## config.mk

```make
export PLATFORM = sky130hd
export DESIGN_NAME = power_window_controller_unit_flat
export DESIGN_NICKNAME = d
export VERILOG_FILES = /design/src/rtl/pwc_pkg.sv /design/src/rtl/pwc_if.sv /design/src/rtl/power_window_controller_unit.sv /design/src/rtl/pwc_core.sv /design/src/flat_wrapper.sv
export SDC_FILE = /design/constraint.sdc
export NUM_CORES = 1
export LEC_CHECK = 0
export BUFFER_PORTS_ARGS = -buffer_cell sky130_fd_sc_hd__buf_2
export CORE_UTILIZATION = 64
export DETAILED_ROUTE_END_ITERATION = 12
export PLACE_DENSITY = 0.85
export SYNTH_ARGS = -nofsm -noshare
export SYNTH_HDL_FRONTEND = slang
export SYNTH_SLANG_ARGS = --single-unit
```

## constraint.sdc

```tcl
create_clock -name clk -period 8.3 [get_ports clk]
set_input_delay 0.83 -clock clk [delete_from_list [all_inputs] [get_ports clk]]
set_output_delay 0.83 -clock clk [all_outputs]
set_load 0.01 [all_outputs]
```

## src/rtl/pwc_pkg.sv

```systemverilog
// Shared types and constants for the power window controller.
// No dependencies; imported by the channel interfaces and all RTL modules.
package pwc_pkg;

  localparam int unsigned THR_W  = 16;
  localparam int unsigned DUTY_W = 7;
  localparam logic [DUTY_W-1:0] DUTY_MAX = 7'd100;

  localparam logic [THR_W-1:0]  DECIDE_TICKS_RST  = 16'd200;
  localparam logic [THR_W-1:0]  REVERSE_TICKS_RST = 16'd500;
  localparam logic [DUTY_W-1:0] DRIVE_DUTY_RST    = 7'd25;

  typedef enum logic [2:0] {
    MODE_IDLE      = 3'd0,
    MODE_DECIDE    = 3'd1,
    MODE_ONE_TOUCH = 3'd2,
    MODE_HELD      = 3'd3,
    MODE_REVERSE   = 3'd4
  } mode_t;

  typedef enum logic [1:0] {
    DIR_STOP  = 2'd0,
    DIR_OPEN  = 2'd1,
    DIR_CLOSE = 2'd2
  } dir_t;

  typedef enum logic [2:0] {
    EV_DRIVER_OPEN     = 3'd0,
    EV_DRIVER_CLOSE    = 3'd1,
    EV_PASSENGER_OPEN  = 3'd2,
    EV_PASSENGER_CLOSE = 3'd3,
    EV_SAFETY          = 3'd4,
    EV_LOCK            = 3'd5
  } event_code_t;

  typedef enum logic [1:0] {
    CFG_DECIDE_TICKS  = 2'd0,
    CFG_REVERSE_TICKS = 2'd1,
    CFG_DRIVE_DUTY    = 2'd2
  } cfg_index_t;

  typedef struct packed {
    logic driver_open_btn;
    logic driver_close_btn;
    logic passenger_open_btn;
    logic passenger_close_btn;
    logic at_open_limit;
    logic at_close_limit;
    logic lock_on;
    logic safety_hit;
  } in_item_t;

  typedef struct packed {
    logic [1:0]        motor_direction;
    logic [DUTY_W-1:0] duty_percent;
    logic              event_valid;
    logic [2:0]        event_code;
  } out_item_t;

  typedef struct packed {
    logic [THR_W-1:0]  decide_ticks;
    logic [THR_W-1:0]  reverse_ticks;
    logic [DUTY_W-1:0] drive_duty;
  } cfg_regs_t;

endpackage

```

## src/rtl/pwc_if.sv

```systemverilog
// Valid/ready channel interfaces for the power window controller.
// Depends on pwc_pkg for the payload types.
interface pwc_in_if;
  logic               valid;
  logic               ready;
  pwc_pkg::in_item_t  item;
  modport source (output valid, output item, input ready);
  modport sink   (input valid, input item, output ready);
endinterface

interface pwc_out_if;
  logic               valid;
  logic               ready;
  pwc_pkg::out_item_t item;
  modport source (output valid, output item, input ready);
  modport sink   (input valid, input item, output ready);
endinterface

interface pwc_cfg_if;
  logic        valid;
  logic        ready;
  logic [1:0]  index;
  logic [15:0] data;
  modport source (output valid, output index, output data, input ready);
  modport sink   (input valid, input index, input data, output ready);
endinterface

```

## src/rtl/power_window_controller_unit.sv

```systemverilog
// A result passes through the input register, then the result register, before it
// is valid on out_ch; while out_ch.ready is low it can be held in the input register.
// Throughput: one transaction per cycle while results are taken from out_ch; the result
// register lets one new item enter while an earlier result waits on out_ch.ready.
// Reset (rst_n low, synchronous): channels empty, window idle, registers at defaults.
// Depends on pwc_pkg, pwc_if and pwc_core.
module power_window_controller_unit #(
  parameter int COUNT_WIDTH = 16
) (
  input  logic  clk,
  input  logic  rst_n,
  pwc_in_if.sink     in_ch,
  pwc_out_if.source  out_ch,
  pwc_cfg_if.sink    cfg_ch
);
  import pwc_pkg::*;

  logic      in_valid_r;
  in_item_t  in_item_r;
  logic      out_valid_r;
  out_item_t out_item_r;
  cfg_regs_t cfg_r;
  out_item_t result;
  logic      step;

  assign step         = in_valid_r && (!out_valid_r || out_ch.ready);
  assign in_ch.ready  = !in_valid_r || step;
  assign cfg_ch.ready = 1'b1;
  assign out_ch.valid = out_valid_r;
  assign out_ch.item  = out_item_r;

  pwc_core #(.COUNT_WIDTH(COUNT_WIDTH)) u_core (
    .clk    (clk),
    .rst_n  (rst_n),
    .step   (step),
    .item   (in_item_r),
    .cfg    (cfg_r),
    .result (result)
  );

  always_ff @(posedge clk) begin
    if (!rst_n) begin
      in_valid_r  <= 1'b0;
      out_valid_r <= 1'b0;
    end else begin
      if (in_ch.ready) in_valid_r <= in_ch.valid;
      if (step) out_valid_r <= 1'b1;
      else if (out_ch.ready) out_valid_r <= 1'b0;
    end
  end

  always_ff @(posedge clk) begin
    if (in_ch.ready && in_ch.valid) in_item_r <= in_ch.item;
    if (step) out_item_r <= result;
  end

  always_ff @(posedge clk) begin
    if (!rst_n) begin
      cfg_r.decide_ticks  <= DECIDE_TICKS_RST;
      cfg_r.reverse_ticks <= REVERSE_TICKS_RST;
      cfg_r.drive_duty    <= DRIVE_DUTY_RST;
    end else if (cfg_ch.valid) begin
      unique case (cfg_index_t'(cfg_ch.index))
        CFG_DECIDE_TICKS:  cfg_r.decide_ticks  <= cfg_ch.data;
        CFG_REVERSE_TICKS: cfg_r.reverse_ticks <= cfg_ch.data;
        CFG_DRIVE_DUTY:    cfg_r.drive_duty    <= cfg_ch.data[DUTY_W-1:0];
        default: ;
      endcase
    end
  end

endmodule

```

## src/rtl/pwc_core.sv

```systemverilog
// Window control state machine: one tick per step, result is combinational.
// Depends on pwc_pkg.
module pwc_core #(
  parameter int COUNT_WIDTH = 16
) (
  input  logic                clk,
  input  logic                rst_n,
  input  logic                step,
  input  pwc_pkg::in_item_t   item,
  input  pwc_pkg::cfg_regs_t  cfg,
  output pwc_pkg::out_item_t  result
);
  import pwc_pkg::*;

  localparam int CMP_W = (COUNT_WIDTH > THR_W) ? COUNT_WIDTH : THR_W;
  localparam logic [COUNT_WIDTH-1:0] CNT_MAX = {COUNT_WIDTH{1'b1}};
  localparam logic [CMP_W-1:0] CNT_MAX_EXT = CMP_W'(CNT_MAX);

  mode_t                  mode_r, mode_nxt;
  logic                   owner_r, owner_nxt;
  logic                   rdir_r, rdir_nxt;
  logic [COUNT_WIDTH-1:0] tick_r, tick_nxt;
  logic                   lock_before_r, lock_before_nxt;

  logic [CMP_W-1:0]       dec_thr, rev_thr, dec_ext, rev_ext;
  logic [COUNT_WIDTH-1:0] tick_inc;
  logic [3:0]             btn;
  logic                   pressed;
  logic                   lim;
  logic                   go_on;
  mode_t                  m;
  dir_t                   dir;
  logic                   ev_valid;
  event_code_t            ev_code;
  logic [DUTY_W-1:0]      duty_lim;

  assign dec_ext = CMP_W'(cfg.decide_ticks);
  assign rev_ext = CMP_W'(cfg.reverse_ticks);
  assign dec_thr = (dec_ext > CNT_MAX_EXT) ? CNT_MAX_EXT : dec_ext;
  assign rev_thr = (rev_ext > CNT_MAX_EXT) ? CNT_MAX_EXT : rev_ext;
  assign tick_inc = (tick_r == CNT_MAX) ? tick_r : tick_r + 1'b1;
  assign btn = {item.passenger_close_btn, item.passenger_open_btn,
                item.driver_close_btn, item.driver_open_btn};
  assign pressed = btn[{owner_r, rdir_r}];
  assign lim = rdir_r ? item.at_close_limit : item.at_open_limit;
  assign duty_lim = (cfg.drive_duty > DUTY_MAX) ? DUTY_MAX : cfg.drive_duty;

  always_comb begin
    mode_nxt        = mode_r;
    owner_nxt       = owner_r;
    rdir_nxt        = rdir_r;
    tick_nxt        = tick_r;
    lock_before_nxt = lock_before_r;
    dir             = DIR_STOP;
    ev_valid        = 1'b0;
    ev_code         = EV_DRIVER_OPEN;
    go_on           = 1'b1;
    m               = mode_r;

    if (item.safety_hit) begin
      mode_nxt = MODE_REVERSE;
      tick_nxt = COUNT_WIDTH'(1);
      dir      = DIR_CLOSE;
    end else begin
      unique case (mode_r)
        MODE_REVERSE: begin
          if (CMP_W'(tick_r) >= rev_thr) begin
            mode_nxt = MODE_IDLE;
            ev_valid = 1'b1;
            ev_code  = EV_SAFETY;
          end else begin
            tick_nxt = tick_inc;
            dir      = DIR_CLOSE;
          end
        end
        MODE_DECIDE, MODE_ONE_TOUCH, MODE_HELD: begin
          if (owner_r && item.lock_on) begin
            mode_nxt = MODE_IDLE;
            go_on    = 1'b0;
          end else if (mode_r == MODE_DECIDE) begin
            tick_nxt = tick_inc;
            if (CMP_W'(tick_inc) >= dec_thr) begin
              m = pressed ? MODE_HELD : MODE_ONE_TOUCH;
            end else begin
              go_on = 1'b0;
            end
          end
          if (go_on) begin
            if (lim || (m == MODE_HELD && !pressed)) begin
              mode_nxt = MODE_IDLE;
              ev_valid = 1'b1;
              ev_code  = event_code_t'({1'b0, owner_r, rdir_r});
            end else begin
              mode_nxt = m;
              dir      = rdir_r ? DIR_CLOSE : DIR_OPEN;
            end
          end
        end
        default: begin
          mode_nxt = MODE_IDLE;
          priority if (btn[0]) begin
            {owner_nxt, rdir_nxt} = 2'd0;
            mode_nxt = MODE_DECIDE;
            tick_nxt = '0;
          end else if (btn[1]) begin
            {owner_nxt, rdir_nxt} = 2'd1;
            mode_nxt = MODE_DECIDE;
            tick_nxt = '0;
          end else if (btn[2] && !item.lock_on) begin
            {owner_nxt, rdir_nxt} = 2'd2;
            mode_nxt = MODE_DECIDE;
            tick_nxt = '0;
          end else if (btn[3] && !item.lock_on) begin
            {owner_nxt, rdir_nxt} = 2'd3;
            mode_nxt = MODE_DECIDE;
            tick_nxt = '0;
          end
        end
      endcase
    end

    if (!item.lock_on) begin
      lock_before_nxt = 1'b0;
    end else if (!lock_before_r && !ev_valid) begin
      ev_valid        = 1'b1;
      ev_code         = EV_LOCK;
      lock_before_nxt = 1'b1;
    end

    result.motor_direction = dir;
    result.duty_percent    = (dir == DIR_STOP) ? '0 : duty_lim;
    result.event_valid     = ev_valid;
    result.event_code      = ev_code;
  end

  always_ff @(posedge clk) begin
    if (!rst_n) begin
      mode_r        <= MODE_IDLE;
      owner_r       <= 1'b0;
      rdir_r        <= 1'b0;
      tick_r        <= '0;
      lock_before_r <= 1'b0;
    end else if (step) begin
      mode_r        <= mode_nxt;
      owner_r       <= owner_nxt;
      rdir_r        <= rdir_nxt;
      tick_r        <= tick_nxt;
      lock_before_r <= lock_before_nxt;
    end
  end

endmodule

```

## src/flat_wrapper.sv

```systemverilog
// flat-port wrapper written by rule: the top's interface ports become plain ports
module power_window_controller_unit_flat import pwc_pkg::*;
#(
  parameter int COUNT_WIDTH = 16
)
  (clk, rst_n, in_ch_valid, in_ch_item, in_ch_ready, out_ch_valid, out_ch_item, out_ch_ready, cfg_ch_valid, cfg_ch_index, cfg_ch_data, cfg_ch_ready);
  pwc_in_if in_ch_i ();
  pwc_out_if out_ch_i ();
  pwc_cfg_if cfg_ch_i ();
  input  logic clk;
  input  logic rst_n;
  input wire logic [$bits(in_ch_i.valid)-1:0] in_ch_valid;
  input wire logic [$bits(in_ch_i.item)-1:0] in_ch_item;
  output wire logic [$bits(in_ch_i.ready)-1:0] in_ch_ready;
  output wire logic [$bits(out_ch_i.valid)-1:0] out_ch_valid;
  output wire logic [$bits(out_ch_i.item)-1:0] out_ch_item;
  input wire logic [$bits(out_ch_i.ready)-1:0] out_ch_ready;
  input wire logic [$bits(cfg_ch_i.valid)-1:0] cfg_ch_valid;
  input wire logic [$bits(cfg_ch_i.index)-1:0] cfg_ch_index;
  input wire logic [$bits(cfg_ch_i.data)-1:0] cfg_ch_data;
  output wire logic [$bits(cfg_ch_i.ready)-1:0] cfg_ch_ready;
  assign in_ch_i.valid = in_ch_valid;
  assign in_ch_i.item = in_ch_item;
  assign in_ch_ready = in_ch_i.ready;
  assign out_ch_valid = out_ch_i.valid;
  assign out_ch_item = out_ch_i.item;
  assign out_ch_i.ready = out_ch_ready;
  assign cfg_ch_i.valid = cfg_ch_valid;
  assign cfg_ch_i.index = cfg_ch_index;
  assign cfg_ch_i.data = cfg_ch_data;
  assign cfg_ch_ready = cfg_ch_i.ready;
  power_window_controller_unit #(.COUNT_WIDTH(COUNT_WIDTH)) u_core (.clk(clk), .rst_n(rst_n), .in_ch(in_ch_i), .out_ch(out_ch_i), .cfg_ch(cfg_ch_i));
endmodule
```

==> results_dict.tcl, run 1 <==
set metrics [dict create \
    grtUsageTotal_pct 31.3 \
    r2r_slack_ns 4.03 \
    cts_hold_buffers 0 \
    cts_htree_levels 3 \
    dieArea_mm2 0.00790 \
    skew_ns 0.00811 \
    core-area_mm2 0.00729 \
    p_leak_nw 2.07 \
    critPathTopFamily "simple AND/OR/NAND/NOR gates" \
    comb_power_share_pct 10.5 \
    cp_data_required_time_ns 8.42 \
    syn_area_per_cell_um2 8.63 \
    rr_startpoint "u_core.u_core.tick_r[1]" \
    crit_end "u_core.out_ch.item[0]" \
    met1_length_um 4990 \
    cp_slowest_stage_delay_ns 0.53 \
    final_cells 692 \
    ys.flop_type "dfxtp_1" \
    post_cts_resized 0 \
    critPathLaunch "u_core.u_core.tick_r[1]" \
    synth_seq_cells 84 \
    row_count 31 \
    drt_first_iter_violations 523 \
    start_util_pct 66.2 \
    power.switching_mw 0.219 \
    cts_tree "built" \
    synthArstFlopShare_pct 0 \
    postCtsSetupBuffers 0 \
    powerDensity_mw_per_mm2 161 \
    grt_max_degree 42 \
    cts_buffers 9 \
    crit_path_start_kind "register" \
    cp.depth 13 \
    setup_viol_count_final 0 \
    routed_via_density 6.35 \
    synth.area.top_cells "dfxtp_1 26%, edfxtp_1 13%, ha_1 8.5%" \
    synth_area_mm2 0.00483 \
    synth.most_common_cell "nand2_1" \
    path_cells "ha_1 -> nand3_1 -> nor4_1 -> or2b_1 -> and3_1 -> nor2_1 -> ha_1 -> nand4_1 -> a211oi_1 -> a2111oi_2 -> o21ai_0 -> a32oi_2 -> mux2_2" \
    clockRootBuffer "clkbuf_8" \
    drv_cap 0 \
    yosys-top-cells-count "90 x nand2_1, 63 x dfxtp_1, 42 x a21oi_1" \
    cp_slowest_cell "nor4_1" \
    path_buf_inv 0 \
    swShare_pct 25.8 \
    totalPowerFinal_mw 0.847 \
    post-route-min-period_ns 4.27 \
    clkTransAtPathRegs_ns 0.08 \
    num-fill-cells 580 \
    cts_sinks 84 \
    drv_slew 0 \
    dp.cells 676 \
    peakVddDrop_mv 0.143 \
    clock.fmax_mhz 234 \
    n_antenna_cell 0 \
    synth_edf_count 21 \
    grt_pass1_wl_um 18700 \
    fp.dieW_um 88.9 \
    intPower_mw 0.629 \
    arrival_ns 4.38 \
    yosysUniqueCellTypes 74 \
    drive_gt1_share_pct 15.2 \
    area_growth_pct 8.75 \
    crit_type "reg2reg" \
    syn_inst 560 \
    first_pass_iters 5 \
    timing.rr.end "u_core.out_ch.item[0]" \
    yosys.area.top_type_share_pct 26.1 \
    whs_ns 0.459 \
    status "finished, final reports clean" \
    regArea_mm2 0.00189 \
    r2r.worst_path.cells 13 \
    p_seq_share_pct 52.5 \
    dr_wl_met3_um 998 \
    synth_top_area_cell "dfxtp_1" \
    fin_nets 652 \
    slew_headroom_pct 24.0 \
    ant_nets 0 \
    clkPwrFrac_pct 36.9 \
    wl_met2_um 5500 \
    antenna_found_initial 0 \
    rsz0062_at_grt "no" \
    die_h_um 88.9 \
    numPortBuffers 45 \
    grt_pass1_vias 3923 \
    top_layer_used "met4" \
    cp_max_fo 6 \
    drt_wl_total_um 11800 \
    io_pins 47 \
    routedWlPerCell_um 17.1 \
    yosysWarnings 0 \
    hpwl_um 8220 \
    tns_ns 0 \
    gp_congestion 0.904 \
    overflow 0 \
    post-route-period-util_pct 51.4 \
    cp-end-kind "register" \
    final_util_pct 72.0 \
    synth.net_count 624 \
    finalHoldViolCount 0 \
    yosysSeqAreaShare_pct 39.2 \
    cpMostUsedCell "ha_1" \
    multiInputGateArea_mm2 0.00264 \
    drc 0 \
    hp-class "reg2reg" \
    num_vias 4394 \
    insertion_delay_ns 0.36 \
    clockBufferDepth 2 \
    tightest_slew_ns 1.14 \
]
worst register-to-register path, delay by kind of cell (launching register included):
kind	cells	cell delay, ns
AO/OA/AOI/OAI	4	1.22
multiplexers	1	0.38
flip-flops	1	0.44
AND/OR/NAND/NOR	6	1.44
adder cells (fa/ha/maj)	2	0.54
cell usage in the layout (no fill, tap or decap), drive strengths merged, types with 3 or more instances in the layout:
master,instances
ha,33
a31oi,11
edfxtp,21
o32ai,4
nand3,26
nand3b,4
inv,41
and3,4
nor3,7
nand2,91
o21a,3
clkbuf,12
o21ai,21
or4,3
o211ai,15
o311ai,6
a211oi,10
buf,45
dfxtp,63
nor4,3
nor3b,5
a21oi,44
o221a,4
a21o,3
o22ai,5
o41ai,3
nor2,35
mux2i,9
xnor2,9
o31ai,5
nand4,5
nand2b,7
power groups by stage:
| stage | clock network (mW) | registers, mW | logic (mW) |
|---|---|---|---|
| final | 0.313 | 0.445 | 0.0893 |
| after global routing | 0.330 | 0.447 | 0.0983 |
| after CTS | 0.314 | 0.445 | 0.0880 |
| after detailed placement | 0 | 0.454 | 0.0867 |
| after global placement | 0 | 0.453 | 0.0833 |
| after floorplan | 0 | 0.452 | 0.0612 |
stage by stage:
step	area, um^2	setup WS, ns
after detailed placement	5040	4.15
after floorplan	4830	4.74
after CTS	5250	4.13
after global placement	5040	4.30
after global routing	5250	3.75
final	5250	4.03
layout make-up:
class                           instances  share of cell area, %
Inverter                               42                   3.02
Timing Repair Buffer                   45                   4.29
Tap cell                               99                   2.36
Sequential cell                        84                   36.0
Clock buffer                           12                   3.05
Multi-Input combinational cell        406                   50.3
Clock inverter                          4                   1.02
registers in the layout, indices dropped and copies added (netlist names), 3 cells and up:
name and cells:
u_core.cfg_r 39, u_core.out_ch.item 13, u_core.in_item_r 8, u_core.u_core.tick_r 16
u_core.u_core.mode_r 3
cells by family after synthesis:
| kind of cell | count (synthesis) | synth area share, % |
|---|---|---|
| simple gates | 205 | 20.6 |
| compound gates | 146 | 21.2 |
| fa+ha+maj | 33 | 8.55 |
| xor+xnor | 10 | 1.81 |
| flops | 84 | 39.2 |
| other cells | 1 | 0.0776 |
| buf+inv | 70 | 6.29 |
| mux | 11 | 2.33 |
worst min-delay path by stage:
stage | startpoint | depth (start not counted) | endpoint | slack [ns]
3_3_place_gp | u_core.cfg_r[8] | 2 | u_core.cfg_r[8] | 0.44
6_report | u_core.cfg_r[8] | 2 | u_core.cfg_r[8] | 0.46
3_5_place_dp | u_core.cfg_r[16] | 2 | u_core.cfg_r[16] | 0.45
4_1_cts | u_core.cfg_r[16] | 2 | u_core.cfg_r[16] | 0.46
2_1_floorplan | u_core.cfg_r[10] | 2 | u_core.cfg_r[10] | 0.44
5_1_grt | u_core.cfg_r[28] | 2 | u_core.cfg_r[28] | 0.48
routing by layer:
layer,vias up,global-route usage (%)
met2,232,49.2
met4,0,14.5
met3,35,4.38
met1,2055,42.7
li1,2072,-
met5,-,0
No activity file was read; power rests on OpenSTA's default activity.
==> inputs of run 2 (changes only) <==
--- a/config.mk
+++ b/config.mk
@@ -6,9 +6,9 @@
 export NUM_CORES = 1
 export LEC_CHECK = 0
 export BUFFER_PORTS_ARGS = -buffer_cell sky130_fd_sc_hd__buf_2
-export CORE_UTILIZATION = 64
+export CORE_UTILIZATION = 54
 export DETAILED_ROUTE_END_ITERATION = 12
-export PLACE_DENSITY = 0.85
+export PLACE_DENSITY = 0.77
 export SYNTH_ARGS = -nofsm -noshare
 export SYNTH_HDL_FRONTEND = slang
 export SYNTH_SLANG_ARGS = --single-unit
==> constraint.sdc (replaced) <==
create_clock -name clk -period 3.8 [get_ports clk]
set_input_delay 0.38 -clock clk [delete_from_list [all_inputs] [get_ports clk]]
set_output_delay 0.38 -clock clk [all_outputs]
set_load 0.01 [all_outputs]
==> run 2 against run 1 <==
Effect of this change: clock skew increased by 0.00099 ns; sequential share of layout area decreased by 1.5 points; clock power increased by 110%; routed wire length decreased by 2.2%; sequential power increased by 120%; maximum frequency increased by 20%; cell area increased by 4.3%; via count decreased by 0.71%; register-to-register slack got worse by 3.8 ns; critical endpoint unchanged.
==> results_dict.tcl, run 2 (synthesis results as in run 1) <==
set metrics [dict create \
    grt_pass1_vias 3897 \
    cts_tree "built" \
    gp_congestion 0.860 \
    crit_path_start_kind "register" \
    top_layer_used "met4" \
    grtUsageTotal_pct 26.4 \
    finalHoldViolCount 0 \
    skew_ns 0.00910 \
    cts_hold_buffers 0 \
    dr_wl_met3_um 762 \
    powerDensity_mw_per_mm2 334 \
    cp_slowest_cell "dfxtp_1" \
    start_util_pct 55.7 \
    drc 0 \
    largest_register_ff_count 39 \
    final_common_cell "nand2_1" \
    layout_common_cells "90 x nand2_1, 63 x dfxtp_1, 45 x buf_2" \
    critPathLaunch "u_core.u_core.tick_r[1]" \
    drt_wl_total_um 11600 \
    cp_data_required_time_ns 3.92 \
    tns_ns 0 \
    io_pins 47 \
    grt_max_degree 42 \
    p_leak_nw 2.22 \
    drt_first_iter_violations 343 \
    post-route-period-util_pct 93.6 \
    rsz0062_at_grt "no" \
    clockBufferDepth 2 \
    drv_cap 0 \
    crit_type "reg2reg" \
    area_growth_pct 13.4 \
    hp-class "in2reg" \
    rr_startpoint "u_core.u_core.tick_r[1]" \
    arrival_ns 3.67 \
    hpwl_um 8640 \
    clock.fmax_mhz 281 \
    regMostFlops "u_core.cfg_r" \
    clockRootBuffer "clkbuf_8" \
    clkTransAtPathRegs_ns 0.09 \
    min-delay-start "in_ch_item[3]" \
    insertion_delay_ns 0.36 \
    tightest_slew_ns 1.14 \
    first_pass_iters 7 \
    cts_sinks 84 \
    routed_via_density 6.02 \
    num_vias 4363 \
    met1_length_um 5460 \
    fin_nets 676 \
    cp_slowest_stage_delay_ns 0.44 \
    antenna_found_initial 0 \
    status "finished, final reports clean" \
    setup_viol_count_final 0 \
    grt_pass1_wl_um 18800 \
    drv_slew 0 \
    drive_gt1_share_pct 19.1 \
    routedWlPerCell_um 15.9 \
    n_antenna_cell 0 \
    fp.dieW_um 96.6 \
    path_cells "ha_1 -> nand3_1 -> nor2_1 -> nand3_1 -> xnor2_1 -> ha_1 -> a21oi_1 -> o21ai_1 -> a2111oi_4 -> o21ai_2 -> a32oi_2 -> mux2_2" \
    whs_ns 0.183 \
    row_count 34 \
    wl_met2_um 5180 \
    numPortBuffers 45 \
    overflow 0 \
    cts_buffers 9 \
    die_h_um 96.6 \
    core-area_mm2 0.00868 \
    dp_slack_ns 0.0733 \
    post-route-min-period_ns 3.56 \
    timing.final.ws_setup_ns 0.245 \
    ant_nets 0 \
    cp-end-kind "register" \
    cts_htree_levels 3 \
    slew_headroom_pct 23.6 \
    peakVddDrop_mv 0.243 \
    cp_max_fo 6 \
    dieArea_mm2 0.00933 \
]
## run 2: cell types whose count changed in the layout (fill, tap and decap cells not counted), sizes merged
cell and change:
inv +2, buf +24, clkinv +2, clkbuf -3
clkinvlp -1
## run 2: stage by stage
step	total power [mW]	utilization [%]	area, um^2	cells
after floorplan	1.12	-	4830	560
after global placement	1.18	60.3	5230	709
after detailed placement	1.18	60.3	5230	709
after CTS	1.84	62.6	5440	725
after global routing	1.90	63.1	5480	725
final	1.83	63.1	5480	725
## run 2: layout make-up
cell class / instances / area, um^2
multi-input cells: 406 / 2680
well taps: 108 / 135
repair buffers: 69 / 405
clock buffers: 9 / 124
clock inverters: 7 / 80.1
flip-flops and latches: 84 / 1890
fillers: 785 / 3200
inverters: 42 / 159
## run 2: critical path: cells and delay by family, from the launching register on
family / cells / cell delay, ns
compound gates: 5 / 1.08
xor+xnor: 1 / 0.18
mux: 1 / 0.36
fa+ha+maj: 2 / 0.45
flops: 1 / 0.44
simple gates: 3 / 0.81
## run 2: worst paths after layout
path	slack, ns	endpoint	cells after the start
worst max-delay path	0.24	u_core.out_ch.item[0]	12
worst min-delay path	0.18	u_core.in_item_r[3]	1
worst max register to register	0.24	u_core.out_ch.item[0]	12
worst min register to register	0.46	u_core.cfg_r[23]	2
## run 2: power breakdown
group          switching (mW)  total, mW  internal, mW
registers              0.0222      0.971         0.949
logic                   0.122      0.195        0.0727
clock network           0.354      0.667         0.313
total                   0.498       1.83          1.33
## run 2: metal layers
| layer | vias up | track usage (%) |
|---|---|---|
| li1 | 2124 | - |
| met4 | 0 | 8.82 |
| met2 | 164 | 40.8 |
| met5 | - | 0 |
| met1 | 2055 | 37.5 |
| met3 | 20 | 4.15 |
## run 2: timing repair
item / 4_1_cts / 5_1_grt
buffers inserted: 0 / 0
resized for setup: 0 / 7
endpoints found under the setup margin: 0 / 13
